==> src/hw/rtl/kmr_pkg.sv <==
// ----------------------------------------------------------------------------
// kmr_pkg
// types, codes and the key table of the key matrix mapper
// ----------------------------------------------------------------------------
package kmr_pkg;

    localparam int MODE_W    = 2;
    localparam int CODE_W    = 8;
    localparam int ROW_W     = 3;
    localparam int DATA_W    = 8;
    localparam int ROW_COUNT = 8;

    localparam logic [MODE_W-1:0] MODE_PRESS   = 2'd0;
    localparam logic [MODE_W-1:0] MODE_RELEASE = 2'd1;
    localparam logic [MODE_W-1:0] MODE_READ    = 2'd2;
    localparam logic [MODE_W-1:0] MODE_CLEAR   = 2'd3;

    localparam logic [DATA_W-1:0] ROW_RESET = 8'hff;

    localparam int OPQ_DEPTH = 2;
    localparam int OPQ_PTR_W = (OPQ_DEPTH > 1) ? $clog2(OPQ_DEPTH) : 1;
    localparam int OPQ_CNT_W = $clog2(OPQ_DEPTH + 1);

    typedef struct packed {
        logic              hit;
        logic [ROW_W-1:0]  row_a;
        logic [DATA_W-1:0] mask_a;
        logic              has_b;
        logic [ROW_W-1:0]  row_b;
        logic [DATA_W-1:0] mask_b;
    } t_key_entry;

    // classified operation passed from front to back
    typedef struct packed {
        logic [MODE_W-1:0] mode;
        logic [ROW_W-1:0]  port_index;
        logic [ROW_W-1:0]  row_a;
        logic [DATA_W-1:0] mask_a;
        logic              has_b;
        logic [ROW_W-1:0]  row_b;
        logic [DATA_W-1:0] mask_b;
    } t_op;

    function automatic t_key_entry key_pair(input logic [ROW_W-1:0] ra,
                                            input logic [DATA_W-1:0] ma,
                                            input logic [ROW_W-1:0] rb,
                                            input logic [DATA_W-1:0] mb);
        t_key_entry e;
        e.hit    = 1'b1;
        e.row_a  = ra;
        e.mask_a = ma;
        e.has_b  = 1'b1;
        e.row_b  = rb;
        e.mask_b = mb;
        return e;
    endfunction

    function automatic t_key_entry key_single(input logic [ROW_W-1:0] ra,
                                              input logic [DATA_W-1:0] ma);
        t_key_entry e;
        e.hit    = 1'b1;
        e.row_a  = ra;
        e.mask_a = ma;
        e.has_b  = 1'b0;
        e.row_b  = '0;
        e.mask_b = ROW_RESET;
        return e;
    endfunction

    function automatic t_key_entry key_lookup(input logic [CODE_W-1:0] code);
        t_key_entry e;
        e = '{hit: 1'b0, row_a: '0, mask_a: ROW_RESET, has_b: 1'b0,
              row_b: '0, mask_b: ROW_RESET};
        unique case (code)
            // shifted control keys
            8'h01: e = key_pair(3'd3, 8'hfe, 3'd0, 8'hfe);
            8'h02: e = key_pair(3'd3, 8'hf7, 3'd0, 8'hfe);
            8'h03: e = key_pair(3'd4, 8'hfd, 3'd0, 8'hfe);
            8'h04: e = key_pair(3'd3, 8'hef, 3'd0, 8'hfe);
            8'h05: e = key_pair(3'd4, 8'hf7, 3'd0, 8'hfe);
            8'h06: e = key_pair(3'd4, 8'hef, 3'd0, 8'hfe);
            8'h07: e = key_pair(3'd4, 8'hfb, 3'd0, 8'hfe);
            8'h08: e = key_pair(3'd0, 8'hfe, 3'd4, 8'hfe);
            // digits
            8'h31: e = key_single(3'd3, 8'hfe);
            8'h32: e = key_single(3'd3, 8'hfd);
            8'h33: e = key_single(3'd3, 8'hfb);
            8'h34: e = key_single(3'd3, 8'hf7);
            8'h35: e = key_single(3'd3, 8'hef);
            8'h36: e = key_single(3'd4, 8'hef);
            8'h37: e = key_single(3'd4, 8'hf7);
            8'h38: e = key_single(3'd4, 8'hfb);
            8'h39: e = key_single(3'd4, 8'hfd);
            8'h30: e = key_single(3'd4, 8'hfe);
            // symbol shift over digits
            8'h21: e = key_pair(3'd3, 8'hfe, 3'd0, 8'hfd);
            8'h40: e = key_pair(3'd3, 8'hfd, 3'd0, 8'hfd);
            8'h23: e = key_pair(3'd3, 8'hfb, 3'd0, 8'hfd);
            8'h24: e = key_pair(3'd3, 8'hf7, 3'd0, 8'hfd);
            8'h25: e = key_pair(3'd3, 8'hef, 3'd0, 8'hfd);
            // break wins over the ampersand pairing
            8'h26: e = key_pair(3'd7, 8'hfe, 3'd0, 8'hfe);
            8'h27: e = key_pair(3'd4, 8'hf7, 3'd0, 8'hfd);
            8'h28: e = key_pair(3'd4, 8'hfb, 3'd0, 8'hfd);
            8'h29: e = key_pair(3'd4, 8'hfd, 3'd0, 8'hfd);
            8'h5f: e = key_pair(3'd4, 8'hfe, 3'd0, 8'hfd);
            // letters, upper case with shift
            8'h41: e = key_pair(3'd0, 8'hfe, 3'd1, 8'hfe);
            8'h61: e = key_single(3'd1, 8'hfe);
            8'h42: e = key_pair(3'd0, 8'hfe, 3'd7, 8'hf7);
            8'h62: e = key_single(3'd7, 8'hf7);
            8'h43: e = key_single(3'd0, 8'hee);
            8'h63: e = key_single(3'd0, 8'hef);
            8'h44: e = key_pair(3'd0, 8'hfe, 3'd1, 8'hfb);
            8'h64: e = key_single(3'd1, 8'hfb);
            8'h45: e = key_pair(3'd0, 8'hfe, 3'd2, 8'hfb);
            8'h65: e = key_single(3'd2, 8'hfb);
            8'h46: e = key_pair(3'd0, 8'hfe, 3'd1, 8'hf7);
            8'h66: e = key_single(3'd1, 8'hf7);
            8'h47: e = key_pair(3'd0, 8'hfe, 3'd1, 8'hef);
            8'h67: e = key_single(3'd1, 8'hef);
            8'h48: e = key_pair(3'd0, 8'hfe, 3'd6, 8'hef);
            8'h68: e = key_single(3'd6, 8'hef);
            8'h49: e = key_pair(3'd0, 8'hfe, 3'd5, 8'hfb);
            8'h69: e = key_single(3'd5, 8'hfb);
            8'h4a: e = key_pair(3'd0, 8'hfe, 3'd6, 8'hf7);
            8'h6a: e = key_single(3'd6, 8'hf7);
            8'h4b: e = key_pair(3'd0, 8'hfe, 3'd6, 8'hfb);
            8'h6b: e = key_single(3'd6, 8'hfb);
            8'h4c: e = key_pair(3'd0, 8'hfe, 3'd6, 8'hfd);
            8'h6c: e = key_single(3'd6, 8'hfd);
            8'h4d: e = key_pair(3'd0, 8'hfe, 3'd7, 8'hfd);
            8'h6d: e = key_single(3'd7, 8'hfd);
            8'h4e: e = key_pair(3'd0, 8'hfe, 3'd7, 8'hfb);
            8'h6e: e = key_single(3'd7, 8'hfb);
            8'h4f: e = key_pair(3'd0, 8'hfe, 3'd5, 8'hfd);
            8'h6f: e = key_single(3'd5, 8'hfd);
            8'h50: e = key_pair(3'd0, 8'hfe, 3'd5, 8'hfe);
            8'h70: e = key_single(3'd5, 8'hfe);
            8'h51: e = key_pair(3'd0, 8'hfe, 3'd2, 8'hfe);
            8'h71: e = key_single(3'd2, 8'hfe);
            8'h52: e = key_pair(3'd0, 8'hfe, 3'd2, 8'hf7);
            8'h72: e = key_single(3'd2, 8'hf7);
            8'h53: e = key_pair(3'd0, 8'hfe, 3'd1, 8'hfd);
            8'h73: e = key_single(3'd1, 8'hfd);
            8'h54: e = key_pair(3'd0, 8'hfe, 3'd2, 8'hef);
            8'h74: e = key_single(3'd2, 8'hef);
            8'h55: e = key_pair(3'd0, 8'hfe, 3'd5, 8'hf7);
            8'h75: e = key_single(3'd5, 8'hf7);
            8'h56: e = key_pair(3'd0, 8'hfe, 3'd7, 8'hef);
            8'h76: e = key_single(3'd7, 8'hef);
            8'h57: e = key_pair(3'd0, 8'hfe, 3'd2, 8'hfd);
            8'h77: e = key_single(3'd2, 8'hfd);
            8'h58: e = key_single(3'd0, 8'hf6);
            8'h78: e = key_single(3'd0, 8'hf7);
            8'h59: e = key_pair(3'd0, 8'hfe, 3'd5, 8'hef);
            8'h79: e = key_single(3'd5, 8'hef);
            8'h5a: e = key_single(3'd0, 8'hfa);
            8'h7a: e = key_single(3'd0, 8'hfb);
            // punctuation via symbol shift
            8'h3c: e = key_pair(3'd2, 8'hf7, 3'd0, 8'hfd);
            8'h3e: e = key_pair(3'd2, 8'hef, 3'd0, 8'hfd);
            8'h5b: e = key_pair(3'd5, 8'hef, 3'd0, 8'hfd);
            8'h5d: e = key_pair(3'd5, 8'hf7, 3'd0, 8'hfd);
            8'h60: e = key_pair(3'd5, 8'hfb, 3'd0, 8'hfd);
            8'h3b: e = key_pair(3'd5, 8'hfd, 3'd0, 8'hfd);
            8'h22: e = key_pair(3'd5, 8'hfe, 3'd0, 8'hfd);
            8'h7e: e = key_pair(3'd1, 8'hfe, 3'd0, 8'hfd);
            8'h7c: e = key_pair(3'd1, 8'hfd, 3'd0, 8'hfd);
            8'h5c: e = key_pair(3'd1, 8'hfb, 3'd0, 8'hfd);
            8'h7b: e = key_pair(3'd1, 8'hf7, 3'd0, 8'hfd);
            8'h7d: e = key_pair(3'd1, 8'hef, 3'd0, 8'hfd);
            8'h5e: e = key_pair(3'd6, 8'hef, 3'd0, 8'hfd);
            8'h2d: e = key_pair(3'd6, 8'hf7, 3'd0, 8'hfd);
            8'h2b: e = key_pair(3'd6, 8'hfb, 3'd0, 8'hfd);
            8'h3d: e = key_pair(3'd6, 8'hfd, 3'd0, 8'hfd);
            // enter, combined single-row keys and symbol shift on row 7
            8'h0a: e = key_single(3'd6, 8'hfe);
            8'h3a: e = key_single(3'd0, 8'hf9);
            8'h9c: e = key_single(3'd0, 8'hf5);
            8'h3f: e = key_single(3'd0, 8'hed);
            8'h2f: e = key_pair(3'd7, 8'hef, 3'd0, 8'hfd);
            8'h2a: e = key_pair(3'd7, 8'hf7, 3'd0, 8'hfd);
            8'h2c: e = key_pair(3'd7, 8'hfb, 3'd0, 8'hfd);
            8'h2e: e = key_pair(3'd7, 8'hfd, 3'd0, 8'hfd);
            // space and tab share the space key
            8'h20: e = key_single(3'd7, 8'hfe);
            8'h09: e = key_single(3'd7, 8'hfe);
            default: e.hit = 1'b0;
        endcase
        return e;
    endfunction

endpackage

==> src/hw/rtl/kmr_opq.sv <==
// ----------------------------------------------------------------------------
// kmr_opq
// short operation queue between the decode front and the matrix back
// ----------------------------------------------------------------------------
module kmr_opq (
    input  logic          i_clk,
    input  logic          i_rst_n,
    input  logic          i_push,
    input  kmr_pkg::t_op  i_op,
    output logic          o_full,
    output logic          o_valid,
    output kmr_pkg::t_op  o_op,
    input  logic          i_pop
);

    kmr_pkg::t_op                   r_mem [kmr_pkg::OPQ_DEPTH];
    logic [kmr_pkg::OPQ_PTR_W-1:0]  r_wr;
    logic [kmr_pkg::OPQ_PTR_W-1:0]  n_wr;
    logic [kmr_pkg::OPQ_PTR_W-1:0]  r_rd;
    logic [kmr_pkg::OPQ_PTR_W-1:0]  n_rd;
    logic [kmr_pkg::OPQ_CNT_W-1:0]  r_cnt;
    logic [kmr_pkg::OPQ_CNT_W-1:0]  n_cnt;
    logic                           wr_en;
    logic                           rd_en;

    assign o_full  = (r_cnt == kmr_pkg::OPQ_CNT_W'(kmr_pkg::OPQ_DEPTH));
    assign o_valid = (r_cnt != '0);
    assign o_op    = r_mem[r_rd];
    assign wr_en   = i_push && !o_full;
    assign rd_en   = i_pop && o_valid;

    always_comb begin
        n_wr  = r_wr;
        n_rd  = r_rd;
        n_cnt = r_cnt;
        if (wr_en) begin
            n_wr = (r_wr == kmr_pkg::OPQ_PTR_W'(kmr_pkg::OPQ_DEPTH - 1)) ? '0 : r_wr + 1'b1;
        end
        if (rd_en) begin
            n_rd = (r_rd == kmr_pkg::OPQ_PTR_W'(kmr_pkg::OPQ_DEPTH - 1)) ? '0 : r_rd + 1'b1;
        end
        case ({wr_en, rd_en})
            2'b10:   n_cnt = r_cnt + 1'b1;
            2'b01:   n_cnt = r_cnt - 1'b1;
            default: n_cnt = r_cnt;
        endcase
    end

    always_ff @(posedge i_clk) begin
        if (!i_rst_n) begin
            r_wr  <= '0;
            r_rd  <= '0;
            r_cnt <= '0;
        end else begin
            r_wr  <= n_wr;
            r_rd  <= n_rd;
            r_cnt <= n_cnt;
        end
    end

    always_ff @(posedge i_clk) begin
        if (wr_en) begin
            r_mem[r_wr] <= i_op;
        end
    end

endmodule

==> src/hw/rtl/kmr_front.sv <==
// ----------------------------------------------------------------------------
// kmr_front
// accepts key events and row requests, decodes key codes into row masks
// ----------------------------------------------------------------------------
module kmr_front (
    input  logic                         i_push,
    output logic                         o_full,
    input  logic [kmr_pkg::MODE_W-1:0]   i_mode,
    input  logic [kmr_pkg::CODE_W-1:0]   i_key_code,
    input  logic [kmr_pkg::ROW_W-1:0]    i_port_index,
    input  logic                         i_q_full,
    output logic                         o_q_push,
    output kmr_pkg::t_op                 o_q_op
);

    kmr_pkg::t_key_entry entry;
    logic                accept;
    logic                keep;

    assign o_full = i_q_full;
    assign accept = i_push && !i_q_full;
    assign entry  = kmr_pkg::key_lookup(i_key_code);

    // unmapped press or release is swallowed here
    always_comb begin
        unique case (i_mode) inside
            kmr_pkg::MODE_PRESS,
            kmr_pkg::MODE_RELEASE: keep = entry.hit;
            kmr_pkg::MODE_READ,
            kmr_pkg::MODE_CLEAR:   keep = 1'b1;
            default:               keep = 1'b0;
        endcase
    end

    assign o_q_push          = accept && keep;
    assign o_q_op.mode       = i_mode;
    assign o_q_op.port_index = i_port_index;
    assign o_q_op.row_a      = entry.row_a;
    assign o_q_op.mask_a     = entry.mask_a;
    assign o_q_op.has_b      = entry.has_b;
    assign o_q_op.row_b      = entry.row_b;
    assign o_q_op.mask_b     = entry.mask_b;

endmodule

==> src/hw/rtl/kmr_back.sv <==
// ----------------------------------------------------------------------------
// kmr_back
// holds the eight matrix rows, applies operations, registers row reads
// ----------------------------------------------------------------------------
module kmr_back (
    input  logic                          i_clk,
    input  logic                          i_rst_n,
    input  logic                          i_q_valid,
    input  kmr_pkg::t_op                  i_op,
    output logic                          o_q_pop,
    output logic                          o_empty,
    input  logic                          i_pop,
    output logic [kmr_pkg::DATA_W-1:0]    o_port_data
);

    logic [kmr_pkg::DATA_W-1:0] r_rows [kmr_pkg::ROW_COUNT];
    logic [kmr_pkg::DATA_W-1:0] n_rows [kmr_pkg::ROW_COUNT];
    logic                       r_out_valid;
    logic                       n_out_valid;
    logic [kmr_pkg::DATA_W-1:0] r_out_data;
    logic [kmr_pkg::DATA_W-1:0] n_out_data;
    logic                       is_read;
    logic                       stall;

    assign is_read = (i_op.mode == kmr_pkg::MODE_READ);
    // a read waits only while the output register still holds an untaken beat
    assign stall   = is_read && r_out_valid && !i_pop;
    assign o_q_pop = i_q_valid && !stall;

    always_comb begin
        for (int i = 0; i < kmr_pkg::ROW_COUNT; i++) begin
            n_rows[i] = r_rows[i];
            if (o_q_pop) begin
                unique case (i_op.mode)
                    kmr_pkg::MODE_PRESS: begin
                        if (i_op.row_a == kmr_pkg::ROW_W'(i)) begin
                            n_rows[i] = n_rows[i] & i_op.mask_a;
                        end
                        if (i_op.has_b && (i_op.row_b == kmr_pkg::ROW_W'(i))) begin
                            n_rows[i] = n_rows[i] & i_op.mask_b;
                        end
                    end
                    kmr_pkg::MODE_RELEASE: begin
                        if (i_op.row_a == kmr_pkg::ROW_W'(i)) begin
                            n_rows[i] = n_rows[i] | ~i_op.mask_a;
                        end
                        if (i_op.has_b && (i_op.row_b == kmr_pkg::ROW_W'(i))) begin
                            n_rows[i] = n_rows[i] | ~i_op.mask_b;
                        end
                    end
                    kmr_pkg::MODE_CLEAR: n_rows[i] = kmr_pkg::ROW_RESET;
                    default:             n_rows[i] = r_rows[i];
                endcase
            end
        end
    end

    always_comb begin
        n_out_valid = r_out_valid && !i_pop;
        n_out_data  = r_out_data;
        if (o_q_pop && is_read) begin
            n_out_valid = 1'b1;
            n_out_data  = r_rows[i_op.port_index];
        end
    end

    always_ff @(posedge i_clk) begin
        if (!i_rst_n) begin
            for (int i = 0; i < kmr_pkg::ROW_COUNT; i++) begin
                r_rows[i] <= kmr_pkg::ROW_RESET;
            end
            r_out_valid <= 1'b0;
        end else begin
            r_rows      <= n_rows;
            r_out_valid <= n_out_valid;
        end
    end

    always_ff @(posedge i_clk) begin
        r_out_data <= n_out_data;
    end

    assign o_empty     = !r_out_valid;
    assign o_port_data = r_out_data;

endmodule

==> src/hw/rtl/key_to_matrix_row_mapper_top.sv <==
// ----------------------------------------------------------------------------
// key_to_matrix_row_mapper_top
// emulated keyboard matrix of eight active-low row bytes
//
// input queue side: push/full carry one beat of mode, key code and row index
//   (press, release, read row, clear all rows); a beat is taken when push is
//   high and full is low
// result queue side: empty/pop; only a row read gives a result beat, on
//   o_port_data while empty is low, taken when pop is high
// one beat per cycle is accepted while full is low; the front decodes the
//   key table in the accept cycle, and the back applies one operation per
//   cycle unless a read waits on the output register; a read result passes
//   through the operation queue and then the output register of the back,
//   which registers the row, before it can be popped
// reset (synchronous, active low) sets all rows to 0xff and empties both
//   the operation queue and the output register
// when the receiver stalls, the back applies press, release and clear beats
//   until a read heads the operation queue; it waits there until the output
//   register frees up, and full rises once the two-entry queue fills
// ----------------------------------------------------------------------------
module key_to_matrix_row_mapper_top (
    input  logic                        i_clk,
    input  logic                        i_rst_n,
    input  logic                        push,
    output logic                        full,
    input  logic [kmr_pkg::MODE_W-1:0]  i_mode,
    input  logic [kmr_pkg::CODE_W-1:0]  i_key_code,
    input  logic [kmr_pkg::ROW_W-1:0]   i_port_index,
    output logic                        empty,
    input  logic                        pop,
    output logic [kmr_pkg::DATA_W-1:0]  o_port_data
);

    // front to queue
    logic         q_full;
    logic         q_push;
    kmr_pkg::t_op q_in_op;

    // queue to back
    logic         q_valid;
    logic         q_pop;
    kmr_pkg::t_op q_out_op;

    // decode and classify, drop unmapped key events
    kmr_front u_front (
        .i_push       (push),
        .o_full       (full),
        .i_mode       (i_mode),
        .i_key_code   (i_key_code),
        .i_port_index (i_port_index),
        .i_q_full     (q_full),
        .o_q_push     (q_push),
        .o_q_op       (q_in_op)
    );

    // decouples the decode side from the row update side
    kmr_opq u_opq (
        .i_clk   (i_clk),
        .i_rst_n (i_rst_n),
        .i_push  (q_push),
        .i_op    (q_in_op),
        .o_full  (q_full),
        .o_valid (q_valid),
        .o_op    (q_out_op),
        .i_pop   (q_pop)
    );

    // row state and output register
    kmr_back u_back (
        .i_clk       (i_clk),
        .i_rst_n     (i_rst_n),
        .i_q_valid   (q_valid),
        .i_op        (q_out_op),
        .o_q_pop     (q_pop),
        .o_empty     (empty),
        .i_pop       (pop),
        .o_port_data (o_port_data)
    );

endmodule

==> config.mk <==
export PLATFORM = sky130hd
export DESIGN_NAME = key_to_matrix_row_mapper_top
export DESIGN_NICKNAME = d
export VERILOG_FILES = /design/src/hw/rtl/kmr_pkg.sv /design/src/hw/rtl/kmr_opq.sv /design/src/hw/rtl/kmr_front.sv /design/src/hw/rtl/kmr_back.sv /design/src/hw/rtl/key_to_matrix_row_mapper_top.sv
export SDC_FILE = /design/constraint.sdc
export NUM_CORES = 1
export LEC_CHECK = 0
export ABC_AREA = 1
export BUFFER_PORTS_ARGS = -buffer_cell sky130_fd_sc_hd__buf_2
export CAP_MARGIN = 20
export CORE_MARGIN = 5
export CORE_UTILIZATION = 55
export CTS_CLUSTER_DIAMETER = 80
export DETAILED_ROUTE_END_ITERATION = 6
export MAX_ROUTING_LAYER = met4
export PLACE_DENSITY = 0.8
export SLEW_MARGIN = 20
export SYNTH_ARGS = -nofsm -noshare
export SYNTH_HDL_FRONTEND = slang
export SYNTH_HIERARCHICAL = 1
export SYNTH_SLANG_ARGS = --single-unit
==> constraint.sdc <==
create_clock -name i_clk -period 6.9 [get_ports i_clk]
set_clock_uncertainty 0.15 [all_clocks]
set_input_delay 0.69 -clock i_clk [delete_from_list [all_inputs] [get_ports i_clk]]
set_output_delay 0.69 -clock i_clk [all_outputs]
set_load 0.01 [all_outputs]
### Word-level counts from Yosys, hierarchy flattened

Memories as Yosys holds them, arrays and structs flattened. A register that Yosys moved wholly into a read port is not among the register bits.
Cells that the tools add are included.

| storage, ports and cells | value |
|---|---|
| input bits | 17 |
| memories kept | 1 |
| memory bits (writable) | 56 |
| register bits after elaboration | 77 |
| output and inout port bits | 10 |
| word-level logic and storage cells | 302 |

Memories:

| memory | words | width | read ports | clocked after memory_dff | wr ports | line | source |
|---|---|---|---|---|---|---|---|
| u_opq.r_mem | 2 | 28 | 1 | 1 | 1 | kmr_opq.sv:16 | `kmr_pkg::t_op r_mem [kmr_pkg::OPQ_DEPTH];` |

| operators by class | value |
|---|---|
| $lt $le $gt $ge | 1 |
| reductions and logical operators | 33 |
| equal/unequal tests | 129 |
| $add $sub $neg | 4 |
| bitwise operators | 35 |
| mux-type cells | 86 |

Operator list:

| kind | number |
|---|---|
| one-hot mux 23 bit (105 select lines) | 1 |
| 2-to-1 mux 8 bit | 66 |
| equality test 8 x 7 -> 1 bit (second input constant) | 63 |
| equality test 8 x 6 -> 1 bit (second input constant) | 32 |
| one-hot mux 8 bit (3 select lines) | 8 |
| bitwise AND 8 bit | 16 |
| OR 8 bit | 16 |
| OR reduction 106 bit | 1 |
| equality test 8 x 3 -> 1 bit (second input constant) | 4 |
| binary-select mux 8 bit (select 3 bit) | 1 |
| equality test 3 bit (second input constant) | 8 |
| equality test 8 x 4 -> 1 bit (second input constant) | 3 |
| logical AND 1 bit | 17 |
| equality test 8 x 2 -> 1 bit (second input constant) | 2 |
| inverter 8 bit | 2 |
| equality test 2 bit (second input constant) | 6 |
| equality test 3 x 2 -> 1 bit (second input constant) | 4 |
| equality test 8 x 1 -> 1 bit (second input constant) | 1 |
| equality test 8 bit (second input constant) | 1 |
| 2-to-1 mux 1 bit | 8 |
| equality test 2 x 1 -> 1 bit (second input constant) | 3 |
| equality test 3 x 1 -> 1 bit (second input constant) | 2 |
| zero test 3 bit | 2 |
| OR reduction 2 bit | 3 |
| 12 further kinds | 18 |

### Depth between registers and ports, before layout

Gate-level depths: netlist (run 1).

| logic depth | value |
|---|---|
| depth after elaboration | 9 |
| depth in mapped cells | 21 |
| gate-level depth less buffers | 20 |

### Cells and area by module

Netlist (run 1), hierarchy kept.

By module, submodules not included:

| module | cells each | times used | sequential area each (um^2) | area an instance (um^2) |
|---|---|---|---|---|
| kmr_back | 958 | 1 | 1541.5 | 5703.0 |
| kmr_front | 812 | 1 | 0.0 | 3533.4 |
| kmr_opq | 125 | 1 | 1781.7 | 2368.5 |

### Least setup slack after synthesis (run 1)

Ideal clock, no wire load.

| timing path | value |
|---|---|
| kind | input-to-reg |
| start | input i_key_code[7] in the netlist's numbering |
| end | memory u_opq/r_mem[0][0] in the netlist's numbering (enable) |
| data required time | 6.337 ns |
| arrival | 3.267 ns |
| slack | 3.070 ns |
| buffers on the path | 1 |
| library setup time | 0.413 ns |
| stages on the path | 16 |
| cells stage by stage | inv_1 -> nand2_1 -> nor2_2 -> buf_4 -> nand2_1 -> nand2_1 -> nor2_1 -> nand2_1 -> nor2_1 -> nand2_1 -> nor2_1 -> a21oi_1 -> inv_1 -> nor2_1 -> inv_1 -> nor2_1 |

| on the way | value |
|---|---|
| longest elaborated chain between the ends | 8 |
| elaborated cells between the ends (all ways) | 113 |
| those cells by class | 106 x eq/ne; 4 x mux; 3 x reduce/logical |

RTL lines:

| element | line | source |
|---|---|---|
| from (decl) | key_to_matrix_row_mapper_top.sv:27 | `input logic [kmr_pkg::CODE_W-1:0] i_key_code,` |
| equality test 8 x 1 -> 1 bit, or another cell as far along | kmr_pkg.sv:74 | `unique case (code)` |
| OR reduction 106 bit (no line) * | -- |  |
| 2-to-1 mux 1 bit * | kmr_pkg.sv:74 |  |
| one-hot mux 1 bit (2 select lines) * | kmr_front.sv:26 | `unique case (i_mode) inside` |
| logical AND 1 bit * | kmr_front.sv:35 | `assign o_q_push = accept && keep;` |
| via q_push | key_to_matrix_row_mapper_top.sv:36 | `logic q_push;` |
| logical AND 1 bit * | kmr_opq.sv:29 | `assign wr_en = i_push && !o_full;` |
| 2-to-1 mux 1 bit * | kmr_opq.sv:62 | `if (wr_en) begin` |
| 2-to-1 mux 1 bit (not written as such) * | kmr_opq.sv:63 | `r_mem[r_wr] <= i_op;` |
| to (decl) | kmr_opq.sv:16 |  |

The timed path passes the listed nets; every way through them passes the cells marked *.

### Worst setup path in the final report (run 1)

Same ends and word-level chain as after synthesis.

==> results of run 1 <==
## stage by stage
stage           util  setup slack [ns]
6_report       0.581              2.82
5_1_grt        0.581              2.64
4_1_cts        0.581              2.81
3_5_place_dp   0.554              2.34
3_3_place_gp   0.554              2.37
2_1_floorplan      -              3.07
## layer usage
layer / global-route usage / wire, um / vias up
met5: - / 0 / -
met4: 0.195 / 2690 / 0
met3: 0.0698 / 4870 / 173
met2: 0.576 / 19800 / 946
met1: 0.471 / 17000 / 5960
li1: - / - / 6114
## cells by family after synthesis
family                     count (synthesis)
buffers and inverters                    225
AOI/OAI and AO/OA                        148
and+or+nand+nor                         1358
adders and majority gates                  1
muxes                                     28
DFF                                      134
other                                      1
## final cells by class
class | instances | area (sq um) | area share
Timing Repair Buffer | 34 | 190 | 0.0157
Multi-Input combinational cell | 1541 | 7190 | 0.592
Clock inverter | 15 | 141 | 0.0116
Inverter | 139 | 527 | 0.0434
Clock buffer | 17 | 425 | 0.0350
Sequential cell | 134 | 3320 | 0.274
Tap cell | 275 | 344 | 0.0283
## state kept, by name (all words and copies together), names as in the netlist, named ones only
register            flops
u_opq/r_cnt             2
u_back/r_out_valid      1
u_back/o_port_data      8
u_back/r_rows          64
u_opq/r_wr              1
u_opq/r_rd              1
u_opq/r_mem            56
## synth_stat cells, types with 2 or more instances
| cell | count |
|---|---|
| buf_2 | 23 |
| nand3_1 | 289 |
| nor3_1 | 13 |
| and2_1 | 3 |
| nand2_1 | 587 |
| nor2_1 | 344 |
| o2bb2ai_1 | 12 |
| edfxtp_1 | 64 |
| mux2_2 | 8 |
| nand4_1 | 31 |
| nand2_2 | 18 |
| buf_12 | 3 |
| nand2_4 | 3 |
| nor2_4 | 13 |
| nand3b_1 | 7 |
| o21ai_0 | 57 |
| nand3_2 | 22 |
| nor2_2 | 25 |
| dfxtp_1 | 70 |
| inv_1 | 85 |
| clkbuf_8 | 8 |
| nor4_1 | 2 |
| inv_2 | 24 |
| clkinv_1 | 29 |
| a21oi_1 | 71 |
| buf_6 | 5 |
| o21ai_1 | 6 |
| clkbuf_1 | 26 |
| buf_4 | 21 |
| mux2_4 | 20 |
## path summary, 6_finish.rpt
check	start	endpoint	slack [ns]	depth (start not counted)
max	i_key_code[7]	u_opq/r_mem[0][0]$_DFFE_PP_	2.82	17
min	i_mode[0]	u_opq/r_mem[0][26]$_DFFE_PP_	0.30	1
max reg2reg	register	u_back/o_port_data[0]$_DFFE_PP_	3.24	7
min reg2reg	u_opq/r_rd$_SDFFE_PN0P_	register	0.36	2
## power groups by stage
stage	clock (uW)	combinational [uW]	sequential, uW
after detailed placement	0	2360	1380
after global placement	0	2290	1360
after floorplan	0	1900	1330
after global routing	947	2680	1400
final	901	2470	1370
after CTS	911	2380	1360
==> impl_metrics.py, run 1 <==
metrics = {
    "clock_tree": {
        "holdBufCountCts": 0,
        "post_cts.resized_instances": 0,
        "post-cts-setup-buffers": 0,
        "cts-root-buf": "clkbuf_16",
        "cts_sinks": 134,
        "numCtsBuffers": 17,
        "htreeDepth": 4,
        "cts_tree": "done",
        "clk_latency_ns": 0.43,
        "cts_buffer_depth": 2,
        "clk_pin_slew_worst_paths_ns": 0.07,
    },
    "logic_synthesis": {
        "syn_area_per_cell_sq_um": 6.12,
        "synth_compound_area_frac": 0.0681,
        "ys_warn_count": 6,
        "synth_top_family_by_area": "simple AND/OR/NAND/NOR gates",
        "synth_cells": 1895,
        "synthArstFlopShare": 0,
        "ys.flop_type": "dfxtp_1",
        "muxShareOfSynthArea": 0.0336,
        "ys_top_cells_by_area": "nand2_1, edfxtp_1, nand3_1",
        "yosysTopAreaCell": "nand2_1",
        "synth_seq_cells": 134,
        "synth_seq_area_share": 0.286,
        "yosys.cell_types.count": 36,
        "synth-simple-area-share": 0.514,
        "synth_edf_count": 64,
        "synthAdderAreaFrac": 0.00108,
        "synth_xor_area_frac": 0,
        "synth_top_area_share": 0.190,
        "syn_area_sq_mm": 0.0116,
    },
    "finish": {
        "drive_gt1_frac": 0.110,
        "num-nets-final": 1885,
        "syn2layout_area_growth_pct": 4.60,
        "layout_commonest_cell": "nand2_1",
        "nFillCells": 2063,
        "final_cells": 2155,
        "final_cell_mix": "nand2_1, nor2_1, nand3_1, inv_1, a21oi_1",
        "postLayoutCellArea_sq_mm": 0.0121,
        "num_antenna_cells": 0,
    },
    "power_and_ir_drop": {
        "p_leak_uw": 0.00612,
        "total_power_uw": 4740,
        "clkPwrFrac": 0.190,
        "intPower_uw": 2350,
        "power.density_mw_per_mm2": 391,
        "ir_worst_vdd_mv": 0.250,
        "pwr-share-seq": 0.289,
        "p_comb_frac": 0.521,
        "p_switching_uw": 2390,
        "switching_share": 0.504,
    },
    "die": {
        "die_h_um": 155,
        "rows": 53,
        "core_sq_mm": 0.0209,
        "dieWidth_um": 155,
        "initial_core_util": 0.556,
        "dieArea_sq_mm": 0.0241,
        "io_pins": 27,
    },
    "sta": {
        "fin_crit_ns": 4.08,
        "tns_ns": 0,
        "report.final.slew_viol_count": 0,
        "whs_ns": 0.297,
        "fmax_ghz": 0.245,
        "min_period_over_period": 0.591,
        "final_hold_viol_count": 0,
        "slew_headroom": 0.252,
        "finalSetupViolations": 0,
        "tightest_slew_ns": 1.12,
        "rsz0062_at_grt": "no",
    },
    "critical_path": {
        "cp-start-kind": "primary input",
        "crit_fanout": 20,
        "path_delay_family": "simple AND/OR/NAND/NOR gates",
        "cp_num_buf_inv": 6,
        "cpMaxStageDelayCell": "nor2_2",
        "crit_path_end_kind": "register",
        "setup.worst_path.class": "in2reg",
        "worst_ep_arrival_time_ns": 4.02,
        "worst-endpoint-required_ns": 6.85,
        "worstPathCellList": "buf_2, inv_1, nand2_2, nor2_2, nand2_1, nand2_1, inv_1, nand3_1, nor2_1, nand2_1, nor2_1, a21oi_1, inv_1, nor2_1, inv_1, nor2_2, buf_4",
        "crit_top_cell": "inv_1",
        "crit_path_max_incr_delay_ns": 0.86,
    },
    "detailed_routing": {
        "viasPerCell": 6.12,
        "drtAntennaViolNets": 0,
        "drtIter0Drc": 1950,
        "wl_per_cell_um": 20.6,
        "dr_total_vias": 13193,
        "drc_errors": 1,
        "wl_um": 44400,
        "first_pass_iters": 7,
    },
    "min_path": {
        "worst_hold_path_type": "in2reg",
    },
    "grt": {
        "grt_antenna_before_repair": 0,
        "grt_overflow_total": 0,
        "grt.total_usage": 0.375,
        "grt_pass1_wl_um": 68700,
        "grt_pass1_vias": 12347,
        "grt_max_degree": 66,
    },
    "place": {
        "portBuffers": 26,
        "place_inst": 2123,
        "gp_congestion": 1.15,
        "dpl_cell_area_sq_mm": 0.0116,
        "place_hpwl_um": 31800,
    },
    "status": {
        "outcome": "finished with violations",
        "violations": "design-rule violations",
    },
    "run": {
        "maxCapViolCount": 0,
    },
}
Power figures use the tool's default switching activity.
==> run 2, diff against run 1 <==
- PLACE_DENSITY: 0.8 -> 0.83
- clock period: 6.9 -> 3.65 ns (I/O delays scaled with it)
==> run 2 against run 1 <==
The flow still finishes with violations (design-rule violations). Routed wire length rose by 0.34%. First-iteration DRC count shrank 11%. Power is 90% higher. Critical path type unchanged. Critical endpoint is now u_opq/r_cnt[1]$_SDFFE_PN0P_. Largest cell class unchanged. Highest routed layer unchanged.
==> impl_metrics.py, run 2 (synthesis gave the netlist of run 1 again) <==
metrics = {
    "grt": {
        "grt_antenna_before_repair": 0,
        "grtUsageMet3": 0.0690,
        "grt_use_met1": 0.441,
        "use_met2": 0.585,
        "grt.total_usage": 0.370,
        "grt_overflow_total": 0,
        "grt_pass1_wl_um": 68000,
        "grt_max_degree": 65,
        "busiest_layer": "met2",
        "grt_pass1_vias": 12352,
    },
    "die": {
        "initial_core_util": 0.556,
        "dieArea_sq_mm": 0.0241,
        "rows": 53,
        "io_pins": 27,
        "core_sq_mm": 0.0209,
        "die_h_um": 155,
        "dieWidth_um": 155,
    },
    "finish": {
        "num-nets-final": 1919,
        "top_register": "u_back/r_rows",
        "final_cell_mix": "nand2_1, nor2_1, nand3_1, inv_1, a21oi_1",
        "drive_gt1_frac": 0.122,
        "largest_register_ffs": 64,
        "fin_util": 0.596,
        "layout_commonest_cell": "nand2_1",
        "num_antenna_cells": 0,
        "syn2layout_area_growth_pct": 7.29,
        "nFillCells": 2064,
    },
    "place": {
        "place_hpwl_um": 31600,
        "gp_congestion": 1.08,
        "portBuffers": 26,
    },
    "status": {
        "outcome": "finished with violations",
        "violations": "design-rule violations",
    },
    "detailed_routing": {
        "wl_um": 44500,
        "drc_errors": 4,
        "wl_per_cell_um": 20.3,
        "dr_total_vias": 13351,
        "drtIter0Drc": 1737,
        "drtAntennaViolNets": 0,
        "viasPerCell": 6.10,
        "first_pass_iters": 7,
    },
    "critical_path": {
        "reg2reg_depth": 9,
        "cpMaxStageDelayCell": "nor2_2",
        "cp-start-kind": "primary input",
        "crit_top_cell": "nor2_1",
        "crit_fanout": 17,
        "reg2reg_slack_ns": 0.82,
        "setup.worst_path.class": "in2reg",
        "path_delay_family": "simple AND/OR/NAND/NOR gates",
        "r2r-end": "u_back/r_rows[62]$_SDFFE_PN1P_",
        "crit_path_max_incr_delay_ns": 0.78,
        "worst_ep_arrival_time_ns": 3.29,
        "worst-endpoint-required_ns": 3.85,
        "worstPathCellList": "buf_2, inv_1, nand2_2, nor2_2, nand2_1, nand2_1, nor2_1, nand2_1, nor2_1, nand2_1, nor2_1, a21oi_1, inv_1, nor2_1, inv_1, ha_1, inv_1, nand2_1, nor2_1, nor2_1, nor2_1",
        "crit_path_end_kind": "register",
        "cp_num_buf_inv": 5,
    },
    "power_and_ir_drop": {
        "switching_share": 0.493,
        "ir_worst_vdd_mv": 0.426,
        "p_comb_frac": 0.519,
        "clkPwrFrac": 0.190,
        "intPower_uw": 4580,
        "p_leak_uw": 0.00630,
        "pwr-share-seq": 0.291,
        "p_switching_uw": 4450,
        "power.density_mw_per_mm2": 725,
    },
    "clock_tree": {
        "cts_tree": "done",
        "cts-root-buf": "clkbuf_16",
        "post-cts-setup-buffers": 0,
        "cts_buffer_depth": 2,
        "clk_pin_slew_worst_paths_ns": 0.07,
        "cts_sinks": 134,
        "numCtsBuffers": 17,
        "clk_latency_ns": 0.42,
        "htreeDepth": 4,
    },
    "sta": {
        "tightest_slew_ns": 0.987,
        "finalSetupViolations": 0,
        "fin_crit_ns": 3.09,
        "min_period_over_period": 0.847,
        "slew_headroom": 0.341,
        "fmax_ghz": 0.324,
        "tns_ns": 0,
        "final_hold_viol_count": 0,
        "report.final.slew_viol_count": 0,
        "rsz0062_at_grt": "no",
    },
    "min_path": {
        "holdPathEnd": "u_opq/r_mem[0][27]$_DFFE_PP_",
        "worst_hold_path_type": "in2reg",
        "hp-start": "i_mode[1]",
        "hold_depth": 1,
    },
    "run": {
        "maxCapViolCount": 0,
    },
}
==> run 2: area by class of cell <==
| type | count | area, sq um | area share |
|---|---|---|---|
| Multi-Input combinational cell | 1541 | 7180 | 0.577 |
| Tap cell | 275 | 344 | 0.0276 |
| Inverter | 139 | 527 | 0.0423 |
| Sequential cell | 134 | 3320 | 0.267 |
| Clock inverter | 14 | 133 | 0.0107 |
| Timing Repair Buffer | 68 | 490 | 0.0394 |
| Clock buffer | 18 | 450 | 0.0362 |
==> run 2: per-stage QoR <==
| stage | instances | hold slack [ns] | setup WS (ns) | power (uW) | area, sq um |
|---|---|---|---|---|---|
| final | 2189 | 0.0219 | 0.559 | 9030 | 12500 |
| after global routing | 2189 | 0.0115 | 0.341 | 9600 | 12500 |
| after CTS | 2189 | 0.00707 | 0.663 | 8860 | 12500 |
| after detailed placement | 2154 | 0.333 | 0.239 | 7130 | 11800 |
| after global placement | 2154 | 0.324 | 0.250 | 6990 | 11800 |
| after floorplan | 1900 | 0.301 | 0.145 | 6110 | 11600 |
==> run 2: power groups by stage <==
stage                     clock [uW]  combinational (uW)  sequential (uW)
after global routing            1810                5100             2680
after detailed placement           0                4500             2630
after CTS                       1740                4520             2600
after global placement             0                4400             2600
after floorplan                    0                3590             2510
final                           1710                4680             2630
==> run 2: how the worst max path moves through the flow <==
stage | start | cells after the start | end | slack [ns]
after floorplan | i_key_code[7] | 16 | u_opq/r_mem[0][0]$_DFFE_PP_ | 0.14
after global placement | i_key_code[7] | 21 | u_opq/r_cnt[1]$_SDFFE_PN0P_ | 0.25
after detailed placement | i_key_code[7] | 21 | u_opq/r_cnt[1]$_SDFFE_PN0P_ | 0.24
after CTS | i_key_code[7] | 21 | u_opq/r_cnt[1]$_SDFFE_PN0P_ | 0.66
after global routing | i_key_code[7] | 21 | u_opq/r_cnt[1]$_SDFFE_PN0P_ | 0.34
final | i_key_code[7] | 21 | u_opq/r_cnt[1]$_SDFFE_PN0P_ | 0.56
==> run 2: per-layer routing <==
layer  vias up  part of all wire  wire [um]
li1       6190                 -          -
met1      6031              0.37      16600
met2       913              0.46      20400
met3       217             0.099       4390
met4         0             0.069       3060
met5         -                 0          0
==> run 2: repair_timing <==
action	4_1_cts	5_1_grt
hold buffers	3	0
endpoints found under the setup margin	0	0
endpoints found under the hold margin	6	0
resized for setup	0	0
